File: config.mk
export PLATFORM = sky130hd
export DESIGN_NAME = text_line_filter_caret_notation
export DESIGN_NICKNAME = d
export VERILOG_FILES = /design/src/hw/rtl/tlf_pkg.sv /design/src/hw/rtl/text_line_filter_caret_notation.sv /design/src/hw/rtl/tlf_front.sv /design/src/hw/rtl/tlf_queue.sv /design/src/hw/rtl/tlf_back.sv
export SDC_FILE = /design/constraint.sdc
export NUM_CORES = 1
export LEC_CHECK = 0
export ABC_AREA = 1
export BUFFER_PORTS_ARGS = -buffer_cell sky130_fd_sc_hd__buf_2
export CORE_ASPECT_RATIO = 1.25
export CORE_UTILIZATION = 62
export CTS_CLUSTER_SIZE = 20
export DETAILED_ROUTE_END_ITERATION = 16
export PLACE_DENSITY = 0.79
export REMOVE_ABC_BUFFERS = 1
export SLEW_MARGIN = 20
export SYNTH_ARGS = -nofsm -noshare
export SYNTH_HDL_FRONTEND = slang
export SYNTH_SLANG_ARGS = --single-unit
export TNS_END_PERCENT = 50
File: constraint.sdc
create_clock -name aclk -period 11.65 [get_ports aclk]
set_input_delay 0.5825 -clock aclk [delete_from_list [all_inputs] [get_ports aclk]]
set_output_delay 0.5825 -clock aclk [all_outputs]
set_load 0.01 [all_outputs]
File: src/hw/rtl/tlf_pkg.sv
// Shared types and constants of the text line filter.
// No dependencies; imported by every module of the block except tlf_queue.
`timescale 1ns / 1ps
`default_nettype none

package tlf_pkg;

    // Configuration port widths and register indexes
    localparam int CFG_IDX_W  = 3;
    localparam int CFG_DATA_W = 2;

    localparam logic [CFG_IDX_W-1:0] REG_NUMBER_MODE      = 3'd0;
    localparam logic [CFG_IDX_W-1:0] REG_SQUEEZE_ON       = 3'd1;
    localparam logic [CFG_IDX_W-1:0] REG_TABS_VISIBLE     = 3'd2;
    localparam logic [CFG_IDX_W-1:0] REG_NONPRINT_VISIBLE = 3'd3;
    localparam logic [CFG_IDX_W-1:0] REG_ENDS_VISIBLE     = 3'd4;

    // Numbering modes
    localparam logic [1:0] NUM_ALL      = 2'd1;
    localparam logic [1:0] NUM_NONBLANK = 2'd2;

    // Byte codes
    localparam logic [7:0] CH_TAB    = 8'h09;
    localparam logic [7:0] CH_NL     = 8'h0A;
    localparam logic [7:0] CH_SPACE  = 8'h20;
    localparam logic [7:0] CH_DOLLAR = 8'h24;
    localparam logic [7:0] CH_DASH   = 8'h2D;
    localparam logic [7:0] CH_ZERO   = 8'h30;
    localparam logic [7:0] CH_QMARK  = 8'h3F;
    localparam logic [7:0] CH_AT     = 8'h40;
    localparam logic [7:0] CH_I      = 8'h49;
    localparam logic [7:0] CH_M      = 8'h4D;
    localparam logic [7:0] CH_CARET  = 8'h5E;
    localparam logic [7:0] CH_DEL    = 8'h7F;

    typedef struct packed {
        logic [1:0] number_mode;
        logic       squeeze_on;
        logic       tabs_visible;
        logic       nonprint_visible;
        logic       ends_visible;
    } tlf_cfg_t;

    // One queued job: optional number prefix, then one to four literal bytes
    typedef struct packed {
        logic            num;
        logic [1:0]      chr_last;
        logic [3:0][7:0] chr_bytes;
    } tlf_job_t;

endpackage

`default_nettype wire

File: src/hw/rtl/text_line_filter_caret_notation.sv
// Text line filter with line numbers, blank-line squeeze and caret notation.
// Top level; uses tlf_pkg, tlf_front, tlf_queue and tlf_back.
//
// Usage:
//   Input channel s_*: one raw text byte per item, s_file_begin marks the
//   first byte of a new file. Output channel m_*: formatted bytes, with
//   m_last_out set on the last byte that an input item causes. A squeezed
//   blank line causes no output at all.
//   Configuration: cfg_wr_en writes cfg_wdata into register cfg_index
//   (0 number_mode, 1 squeeze_on, 2 tabs_visible, 3 nonprint_visible,
//   4 ends_visible); write only while the block is idle.
//   Flow: an accepted item goes into the job queue and its first output
//   byte then into the output register. While m_ready is high the back end
//   emits one byte per cycle, so plain bytes pass at one item per cycle; an
//   item of n bytes (up to COUNT_DIGITS + 5) holds the back end until all
//   are sent, and the two-entry job queue fills and stalls the input.
//   Reset: clears configuration, sets line start, clears the blank run and
//   the line counter; no clearing pass, ready once reset is released.
//   Stall: while m_ready is low the output byte holds and the queue absorbs
//   up to two more items before s_ready drops.
`timescale 1ns / 1ps
`default_nettype none

module text_line_filter_caret_notation import tlf_pkg::*; #(
    parameter int COUNT_DIGITS = 8
) (
    input  wire logic                  aclk,
    input  wire logic                  aresetn,
    input  wire logic                  cfg_wr_en,
    input  wire logic [CFG_IDX_W-1:0]  cfg_index,
    input  wire logic [CFG_DATA_W-1:0] cfg_wdata,
    input  wire logic                  s_valid,
    output logic                       s_ready,
    input  wire logic [7:0]            s_in_byte,
    input  wire logic                  s_file_begin,
    output logic                       m_valid,
    input  wire logic                  m_ready,
    output logic [7:0]                 m_out_byte,
    output logic                       m_last_out
);

    localparam int DIG_W = COUNT_DIGITS * 4;
    localparam int JOB_W = $bits(tlf_job_t);
    localparam int QW    = JOB_W + DIG_W;

    tlf_cfg_t         cfg_reg, cfg_next;
    logic             q_full;
    logic             push;
    tlf_job_t         push_job;
    logic [DIG_W-1:0] push_digits;
    logic             pop;
    logic             head_valid;
    logic [QW-1:0]    head_word;
    tlf_job_t         head_job;
    logic [DIG_W-1:0] head_digits;

    // Decode configuration writes; unknown indexes are dropped
    always_comb begin
        cfg_next = cfg_reg;
        if (cfg_wr_en) begin
            case (cfg_index)
                REG_NUMBER_MODE:      cfg_next.number_mode      = cfg_wdata;
                REG_SQUEEZE_ON:       cfg_next.squeeze_on       = cfg_wdata[0];
                REG_TABS_VISIBLE:     cfg_next.tabs_visible     = cfg_wdata[0];
                REG_NONPRINT_VISIBLE: cfg_next.nonprint_visible = cfg_wdata[0];
                REG_ENDS_VISIBLE:     cfg_next.ends_visible     = cfg_wdata[0];
                default: ;
            endcase
        end
    end

    always_ff @(posedge aclk) begin
        if (!aresetn) begin
            cfg_reg <= '0;
        end else begin
            cfg_reg <= cfg_next;
        end
    end

    tlf_front #(
        .COUNT_DIGITS (COUNT_DIGITS)
    ) u_front (
        .aclk         (aclk),
        .aresetn      (aresetn),
        .cfg          (cfg_reg),
        .s_valid      (s_valid),
        .s_ready      (s_ready),
        .s_in_byte    (s_in_byte),
        .s_file_begin (s_file_begin),
        .q_full       (q_full),
        .push         (push),
        .push_job     (push_job),
        .push_digits  (push_digits)
    );

    tlf_queue #(
        .WIDTH (QW),
        .DEPTH (2)
    ) u_queue (
        .aclk       (aclk),
        .aresetn    (aresetn),
        .push       (push),
        .push_data  ({push_digits, push_job}),
        .pop        (pop),
        .full       (q_full),
        .head_valid (head_valid),
        .head_data  (head_word)
    );

    assign head_job    = head_word[JOB_W-1:0];
    assign head_digits = head_word[QW-1:JOB_W];

    tlf_back #(
        .COUNT_DIGITS (COUNT_DIGITS)
    ) u_back (
        .aclk        (aclk),
        .aresetn     (aresetn),
        .head_valid  (head_valid),
        .head_job    (head_job),
        .head_digits (head_digits),
        .pop         (pop),
        .m_valid     (m_valid),
        .m_ready     (m_ready),
        .m_out_byte  (m_out_byte),
        .m_last_out  (m_last_out)
    );

endmodule

`default_nettype wire

File: src/hw/rtl/tlf_front.sv
// Front end of the text line filter: accepts items, tracks line state and
// the line counter, and turns each item into a job. Depends on tlf_pkg.
`timescale 1ns / 1ps
`default_nettype none

module tlf_front import tlf_pkg::*; #(
    parameter int COUNT_DIGITS = 8
) (
    input  wire logic                      aclk,
    input  wire logic                      aresetn,
    input  wire tlf_cfg_t                  cfg,
    input  wire logic                      s_valid,
    output logic                           s_ready,
    input  wire logic [7:0]                s_in_byte,
    input  wire logic                      s_file_begin,
    input  wire logic                      q_full,
    output logic                           push,
    output tlf_job_t                       push_job,
    output logic [COUNT_DIGITS*4-1:0]      push_digits
);

    logic                      at_line_start_reg, at_line_start_next;
    logic [1:0]                blank_run_reg, blank_run_next;
    logic [COUNT_DIGITS*4-1:0] digits_reg, digits_next;

    logic                      accept;
    logic                      als;
    logic [1:0]                br;
    logic [1:0]                br_inc;
    logic                      drop;
    logic                      num;
    logic [COUNT_DIGITS*4-1:0] digits_inc;
    logic                      carry;
    logic [7:0]                low;
    logic [7:0]                p0;
    logic [7:0]                p1;
    logic                      p_two;
    logic [3:0][7:0]           bytes;
    logic [1:0]                last;

    assign s_ready = !q_full;
    assign accept  = s_valid && !q_full;

    // Increment the decimal counter, least significant digit first
    always_comb begin
        carry = 1'b1;
        for (int i = 0; i < COUNT_DIGITS; i++) begin
            digits_inc[i*4 +: 4] = digits_reg[i*4 +: 4];
            if (carry) begin
                digits_inc[i*4 +: 4] = (digits_reg[i*4 +: 4] >= 4'd9) ? 4'd0
                                      : digits_reg[i*4 +: 4] + 4'd1;
            end
            carry = carry && (digits_reg[i*4 +: 4] >= 4'd9);
        end
    end

    // Notation of the low seven bits of a nonprinting byte
    always_comb begin
        low   = {1'b0, s_in_byte[6:0]};
        p0    = low;
        p1    = CH_QMARK;
        p_two = 1'b0;
        if (low < CH_SPACE) begin
            p0    = CH_CARET;
            p1    = low + CH_AT;
            p_two = 1'b1;
        end else if (low == CH_DEL) begin
            p0    = CH_CARET;
            p1    = CH_QMARK;
            p_two = 1'b1;
        end
    end

    // Classify the item and build its job
    always_comb begin
        als                = s_file_begin ? 1'b1 : at_line_start_reg;
        br                 = s_file_begin ? 2'd0 : blank_run_reg;
        br_inc             = (br == 2'd3) ? 2'd3 : br + 2'd1;
        at_line_start_next = at_line_start_reg;
        blank_run_next     = blank_run_reg;
        drop               = 1'b0;
        num                = 1'b0;
        bytes              = '0;
        last               = 2'd0;

        if (s_in_byte == CH_NL) begin
            at_line_start_next = 1'b1;
            blank_run_next     = br;
            if (als) begin
                blank_run_next = br_inc;
                if (cfg.squeeze_on && br_inc > 2'd1) begin
                    drop = 1'b1;
                end else begin
                    num = (cfg.number_mode == NUM_ALL);
                end
            end
            if (cfg.ends_visible) begin
                bytes[0] = CH_DOLLAR;
                bytes[1] = CH_NL;
                last     = 2'd1;
            end else begin
                bytes[0] = CH_NL;
            end
        end else begin
            at_line_start_next = 1'b0;
            blank_run_next     = br;
            if (als) begin
                blank_run_next = 2'd0;
                num = (cfg.number_mode == NUM_ALL) || (cfg.number_mode == NUM_NONBLANK);
            end
            if (s_in_byte == CH_TAB && cfg.tabs_visible) begin
                bytes[0] = CH_CARET;
                bytes[1] = CH_I;
                last     = 2'd1;
            end else if (!cfg.nonprint_visible || s_in_byte == CH_TAB ||
                         (s_in_byte >= CH_SPACE && s_in_byte < CH_DEL)) begin
                bytes[0] = s_in_byte;
            end else if (s_in_byte[7]) begin
                bytes[0] = CH_M;
                bytes[1] = CH_DASH;
                bytes[2] = p0;
                bytes[3] = p1;
                last     = p_two ? 2'd3 : 2'd2;
            end else begin
                bytes[0] = p0;
                bytes[1] = p1;
                last     = p_two ? 2'd1 : 2'd0;
            end
        end

        digits_next = num ? digits_inc : digits_reg;
    end

    assign push               = accept && !drop;
    assign push_job.num       = num;
    assign push_job.chr_last  = last;
    assign push_job.chr_bytes = bytes;
    assign push_digits        = digits_next;

    // Hold line state; advance it on each accepted item
    always_ff @(posedge aclk) begin
        if (!aresetn) begin
            at_line_start_reg <= 1'b1;
            blank_run_reg     <= 2'd0;
            digits_reg        <= '0;
        end else if (accept) begin
            at_line_start_reg <= at_line_start_next;
            blank_run_reg     <= blank_run_next;
            digits_reg        <= digits_next;
        end
    end

endmodule

`default_nettype wire

File: src/hw/rtl/tlf_queue.sv
// Short job queue between front and back of the text line filter.
// Register based, one push and one pop per cycle. No dependencies.
`timescale 1ns / 1ps
`default_nettype none

module tlf_queue #(
    parameter int WIDTH = 8,
    parameter int DEPTH = 2
) (
    input  wire logic             aclk,
    input  wire logic             aresetn,
    input  wire logic             push,
    input  wire logic [WIDTH-1:0] push_data,
    input  wire logic             pop,
    output logic                  full,
    output logic                  head_valid,
    output logic [WIDTH-1:0]      head_data
);

    localparam int AW = (DEPTH > 1) ? $clog2(DEPTH) : 1;
    localparam int CW = $clog2(DEPTH + 1);

    logic [WIDTH-1:0] mem_reg [DEPTH];
    logic [AW-1:0]    wr_ptr_reg, wr_ptr_next;
    logic [AW-1:0]    rd_ptr_reg, rd_ptr_next;
    logic [CW-1:0]    count_reg, count_next;
    logic             do_push;
    logic             do_pop;

    assign full       = (count_reg == CW'(DEPTH));
    assign head_valid = (count_reg != '0);
    assign head_data  = mem_reg[rd_ptr_reg];
    assign do_push    = push && !full;
    assign do_pop     = pop && head_valid;

    // Advance pointers with wrap at the depth
    always_comb begin
        wr_ptr_next = wr_ptr_reg;
        rd_ptr_next = rd_ptr_reg;
        count_next  = count_reg;
        if (do_push) begin
            wr_ptr_next = (wr_ptr_reg == AW'(DEPTH - 1)) ? '0 : wr_ptr_reg + AW'(1);
        end
        if (do_pop) begin
            rd_ptr_next = (rd_ptr_reg == AW'(DEPTH - 1)) ? '0 : rd_ptr_reg + AW'(1);
        end
        if (do_push && !do_pop) begin
            count_next = count_reg + CW'(1);
        end else if (!do_push && do_pop) begin
            count_next = count_reg - CW'(1);
        end
    end

    always_ff @(posedge aclk) begin
        if (!aresetn) begin
            wr_ptr_reg <= '0;
            rd_ptr_reg <= '0;
            count_reg  <= '0;
        end else begin
            wr_ptr_reg <= wr_ptr_next;
            rd_ptr_reg <= rd_ptr_next;
            count_reg  <= count_next;
        end
    end

    // Store entries; payload needs no reset
    always_ff @(posedge aclk) begin
        if (do_push) begin
            mem_reg[wr_ptr_reg] <= push_data;
        end
    end

endmodule

`default_nettype wire

File: src/hw/rtl/tlf_back.sv
// Back end of the text line filter: walks the queue head job and, unless
// stalled, sends one byte per cycle via an output register. Uses tlf_pkg.
`timescale 1ns / 1ps
`default_nettype none

module tlf_back import tlf_pkg::*; #(
    parameter int COUNT_DIGITS = 8
) (
    input  wire logic                      aclk,
    input  wire logic                      aresetn,
    input  wire logic                      head_valid,
    input  wire tlf_job_t                  head_job,
    input  wire logic [COUNT_DIGITS*4-1:0] head_digits,
    output logic                           pop,
    output logic                           m_valid,
    input  wire logic                      m_ready,
    output logic [7:0]                     m_out_byte,
    output logic                           m_last_out
);

    localparam int DW = $clog2(COUNT_DIGITS);
    localparam int KW = $clog2(COUNT_DIGITS + 6);

    logic          m_valid_reg, m_valid_next;
    logic [7:0]    out_byte_reg, out_byte_next;
    logic          last_reg, last_next;
    logic [KW-1:0] k_reg, k_next;

    logic [DW-1:0] hi;
    logic [KW-1:0] hi_ext;
    logic [KW-1:0] width_v;
    logic [KW-1:0] num_len;
    logic [KW-1:0] col;
    logic [KW-1:0] j;
    logic [1:0]    sel;
    logic          load;
    logic [7:0]    gen_byte;
    logic          gen_last;

    // Find the top nonzero digit of the counter snapshot
    always_comb begin
        hi = '0;
        for (int i = 0; i < COUNT_DIGITS; i++) begin
            if (head_digits[i*4 +: 4] != 4'd0) begin
                hi = DW'(i);
            end
        end
    end

    // Pick the byte at step k of the job
    always_comb begin
        hi_ext   = KW'(hi);
        width_v  = (hi_ext >= KW'(6)) ? hi_ext + KW'(1) : KW'(6);
        num_len  = head_job.num ? width_v + KW'(1) : '0;
        col      = width_v - KW'(1) - k_reg;
        j        = k_reg - num_len;
        sel      = j[1:0];
        gen_byte = head_job.chr_bytes[sel];
        gen_last = (sel == head_job.chr_last);
        if (k_reg < num_len) begin
            gen_last = 1'b0;
            if (k_reg == width_v) begin
                gen_byte = CH_TAB;
            end else if (col > hi_ext) begin
                gen_byte = CH_SPACE;
            end else begin
                gen_byte = CH_ZERO | {4'd0, head_digits[col[DW-1:0]*4 +: 4]};
            end
        end
    end

    assign load = head_valid && (!m_valid_reg || m_ready);
    assign pop  = load && gen_last;

    // Load the output register from the head job whenever it is free or being drained
    always_comb begin
        m_valid_next  = m_valid_reg;
        out_byte_next = out_byte_reg;
        last_next     = last_reg;
        k_next        = k_reg;
        if (load) begin
            m_valid_next  = 1'b1;
            out_byte_next = gen_byte;
            last_next     = gen_last;
            k_next        = gen_last ? '0 : k_reg + KW'(1);
        end else if (m_ready) begin
            m_valid_next = 1'b0;
        end
    end

    always_ff @(posedge aclk) begin
        if (!aresetn) begin
            m_valid_reg <= 1'b0;
            k_reg       <= '0;
        end else begin
            m_valid_reg <= m_valid_next;
            k_reg       <= k_next;
        end
    end

    always_ff @(posedge aclk) begin
        out_byte_reg <= out_byte_next;
        last_reg     <= last_next;
    end

    assign m_valid    = m_valid_reg;
    assign m_out_byte = out_byte_reg;
    assign m_last_out = last_reg;

endmodule

`default_nettype wire

# Word-level counts from Yosys, hierarchy flattened
# Memories as Yosys holds them, arrays and structs flattened. A register that Yosys moved wholly into a read port is not among the register bits.
# Index checks and enable logic that the tools add are counted.
# Widths: inputs -> output; s select.
# totals
ff_bits	59
latchBits	0
ram_bits	134
rom_bits	0
inputBits	19
output_inout_bits	11
wordCells	187
n_memories	1
# memory_table
name	words	word_bits	read_ports	rd_clocked_by_memory_dff	wr	line	source
u_queue.mem_reg	2	67	1	1	1	tlf_queue.sv:23	logic [WIDTH-1:0] mem_reg [DEPTH];
# op_classes
add_sub_neg	20
n_mul	0
n_div	0
order_cmp	16
eq_ne	13
shifts	1
n_mux	78
n_bitwise	0
reduce_logical	43
# op_table
cell	n
$mux 16	6
$mux 4	19
$mux 8	6
$add 4x1->4 const B	10
$ge 4x4->1 const B	8
$mux 32	1
$shiftx 32x6->4	1
$reduce_bool 4->1	7
$mux 1	24
$mux 24	1
$mux 2	11
$mux 3	6
$logic_and 1x1->1	17
$bmux 8 s2	1
$eq 8x4->1 const B	2
$reduce_and 2->1	5
$add 7x7->8 const B	1
$ge 8x6->1 const B	1
$lt 8x7->1 const B	1
$eq 7x7->1 const B	1
$lt 7x6->1 const B	1
$mux 7	1
$eq 2x2->1 const B	3
$eq 3x2->1 const B	2
23 further kinds	35

# Longest topological paths before layout
# depth
ltp_word	20
mapped_depth	28
depth_no_buf	26

# Cells and area by module
# Synthesis repeated with hierarchy kept, for this count alone.
# unflattened
hier_cells	1023
hier_area_um2	10196.0
# by_module_without_submodules
module	n_inst	cells_per_inst	area_each_um2	seq_area_each_um2
tlf_queue	1	245	5188.7	4124.0
tlf_front	1	481	3007.9	700.7
tlf_back	1	250	1702.9	370.4
text_line_filter_caret_notation	1	47	296.5	120.1

# Least setup slack after synthesis
# OpenSTA, ideal clock, no wires.
# synth_path
path_kind	in2reg
startpoint	input port s_in_byte[5]
endpoint	memory u_queue.mem_reg[1][0] in the netlist's numbering, enable pin
arrival_ns	3.995
path_slack_ns	7.163
path_stages	10
path_buffers	0
cell_sequence	inv_2 -> nand2_1 -> nor2_2 -> nand2_1 -> inv_2 -> nand2_2 -> nor3_1 -> nor2_1 -> inv_1 -> nor2_1
# synth_between
elab_chain_len	7
# synth_lines
item	line	source
start, declared	text_line_filter_caret_notation.sv:34	input wire logic [7:0] s_in_byte,
$eq 8x4->1	tlf_front.sv:86	if (s_in_byte == CH_NL) begin
$mux 1	tlf_front.sv:86	
$logic_not 1->1	tlf_front.sv:134	assign push = accept && !drop;
$logic_and 1x1->1	tlf_front.sv:134	
$logic_and 1x1->1	tlf_queue.sv:33	assign do_push = push && !full;
net u_queue.do_push	tlf_queue.sv:27	logic do_push;
$mux 1	tlf_queue.sv:68	if (do_push) begin
$mux 1 (not written as such)	tlf_queue.sv:69	mem_reg[wr_ptr_reg] <= push_data;
end, declared	tlf_queue.sv:23	
# The timed path passes the listed nets, and every way through them passes these cells.

==> impl_metrics.yaml <==
outcome:
  status: "completed"
floorplan:
  io_pins: 30
  initial_core_util_pct: 63.5
  dieHeight_um: 143
  core-area_mm2: 0.0156
  rows: 51
  die_area_mm2: 0.0165
  die_width_um: 115
worst_setup_path:
  ff2ff_setup_slack_ps: 6690
  crit_path_start_kind: "flop"
  critPathMostFrequentCell: "nand2_1"
  crit_path_max_incr_delay_ps: 550
  critPathKind: "flop to flop"
  slowest_stage: "buf_4"
  worstPathMaxFanout: 73
  cp_cell_sequence: "buf_4 > inv_4 > o21ai_0 > nand2_1 > nor2_2 > inv_1 > a211o_1 > nand2_1 > ha_1 > or2_2 > fa_1 > xnor2_1 > inv_1 > ha_1 > nand2_1 > nor2_2 > nand2_1 > nand2_1 > nand2_2 > nand2_2 > o21ai_2"
  r2r_end: "u_back.m_out_byte[2]"
  crit_arrival_ps: 5150
  cp.required_ps: 11840
  cp-end-kind: "flop"
  reg2reg_depth: 21
placement:
  io_buffers: 29
  hpwl_um: 14200
  pre_cts_slack_ps: 6830
  place_congestion: 0.889
  place_inst: 1322
  placed_area_mm2: 0.0102
clock_tree:
  cts_sinks: 192
  path_clk_slew_ps: 70
  htreeDepth: 4
  postCtsSetupBuffers: 0
  clockBufferDepth: 2
  ctsHoldBuffers: 0
  post_cts_resized: 0
  worstSkewPairLatency_ps: 450
  cts_inserted_buffers: 17
  cts_tree: "yes"
  root_buffer: "clkbuf_16"
synthesis:
  synth_top_family_by_area: "simple AND/OR/NAND/NOR gates"
  synthFlopType: "edfxtp_1"
  muxShareOfSynthArea_pct: 0
  ys_ff_latch: 192
  synth_area_mm2: 0.00993
  yosysSeqAreaShare_pct: 52.9
  synthArstFlopShare_pct: 0
  synth-xor-area-share_pct: 1.41
  syn_area_per_cell_um2: 8.94
  synth_compound_area_share_pct: 13.7
  synthAdderAreaFrac_pct: 4.94
  synthSimpleGateAreaFrac_pct: 18.8
  synth-edff-count: 141
  yosys_warnings: 0
  synth_cell_types: 52
  synthCells: 1111
final_layout:
  drive_above_1_share_pct: 10.9
  num_antenna_cells: 0
  largest_register_ffs: 132
  stdcell_area_mm2: 0.0108
  final_util_pct: 69.1
  syn_to_final_growth_pct: 8.81
  layout.cells.non_filler: 1354
  finalNetCount: 1186
global_routing:
  grt.total_usage_pct: 27.1
  grt_max_degree: 74
  antenna_found_initial: 0
  grt_pass1_wl_um: 34000
  first_global_vias: 7250
  grt_overflow: 0
hold_path:
  hold_depth: 3
  hp-start: "cfg_wdata[1]"
  worst_hold_path.endpoint: "cfg_reg[5]"
  hold_path.class: "input port to flop"
sta:
  rsz0062_at_grt: "false"
  period_share_pct: 42.6
  slew_viol_final: 0
  worstMarginPinSlew_ps: 919
  fin_ws_ps: 6690
  hold_ws_ps: 426
  setup_viol: 0
  tns_ps: 0
  hold_viol_final: 0
  slew-limit-headroom_pct: 38.7
  period_minus_slack_ps: 4960
  finalClockSkew_ps: 13.3
  clock.fmax_mhz: 202
drt:
  antenna_left: 0
  firstDrtPassIters: 5
  vias_per_cell: 5.68
  wl_per_cell_um: 15.6
  totalWireLength_um: 21100
  drc: 0
  dr_total_vias: 7689
  drtIter0Drc: 823
flow_run:
  maxCapViolCount: 0
pwr:
  cellPowerDensity_mw_per_mm2: 254
  p_leak_nw: 4.63
  total_power_mw: 2.74
  ir_worst_vdd_mv: 0.116
-- kinds of logic (layout without fill, tap and decap cells) --
logic type,Yosys count,after routing
XOR/XNOR,16,16
other,1,4
buffers and inverters,199,227
flip-flops,192,192
AND/OR/NAND/NOR,419,419
adder cells (fa/ha/maj),38,38
AO/OA/AOI/OAI,246,246
-- power by group --
group	switching [mW]	internal (mW)	total, mW
sequential	0.0664	0.923	0.990
clock	0.269	0.322	0.591
combinational	0.789	0.371	1.16
total	1.12	1.62	2.74
-- worst max path at each step --
stage | from | to | slack (ps) | depth (start not counted)
2_1_floorplan | flop | u_back.m_out_byte[2] | 6610 | 20
3_3_place_gp | flop | u_back.m_out_byte[2] | 6960 | 21
3_5_place_dp | flop | u_back.m_out_byte[0] | 6830 | 21
4_1_cts | flop | u_back.m_out_byte[2] | 6770 | 21
5_1_grt | flop | u_back.m_out_byte[3] | 6320 | 21
6_report | flop | u_back.m_out_byte[2] | 6690 | 21
-- metal layers --
layer	GRT usage, %	wire length (um)
met1	30.1	8310
met2	49.6	11100
met3	4.56	995
met4	13.6	736
met5	0	0
-- placed cells by master (no fill, tap or decap), drive strengths merged, types with 7 or more instances in the layout --
cell type	n
nand2	216
o211ai	7
a21oi	64
ha	36
xor2	15
edfxtp	141
nor3	15
or2	16
buf	35
nor2	103
clkbuf	19
o221ai	7
o21ai	139
inv	168
nand4	9
a31oi	11
dfxtp	51
nand3	54
-- critical path: cells and delay by family, from the launching register on --
| kind | cells | cell delay (ps) |
|---|---|---|
| flops | 1 | 310 |
| fa+ha+maj | 3 | 950 |
| buf+inv | 4 | 1200 |
| compound gates | 3 | 640 |
| simple gates | 10 | 1130 |
| xor+xnor | 1 | 430 |
-- Yosys cell counts, types with 7 or more instances --
master,n,area [um^2]
ha_1,36,450
inv_2,8,30.0
o21ai_0,105,526
clkbuf_1,19,71.3
a31oi_1,11,68.8
nand3_1,50,250
o21ai_1,30,150
o211ai_1,7,52.6
edfxtp_1,141,4230
xor2_1,15,131
or2_2,11,68.8
nand2_1,203,762
nor2_2,7,43.8
a21oi_1,64,320
o221ai_1,7,61.3
nand2_2,11,68.8
nand4_1,9,56.3
nor2_1,94,353
inv_1,149,559
dfxtp_1,51,1020
buf_2,11,55.1
nor3_1,13,65.1
-- layout make-up --
cell class              count  area, um^2
clock buffers              19         464
clock inverters            13         138
fillers                  1186        4830
inverters                 160         603
multi-input cells         723        3890
flip-flops and latches    192        5260
well taps                 212         265
repair buffers             35         190
(Power assumes the default switching activity.)
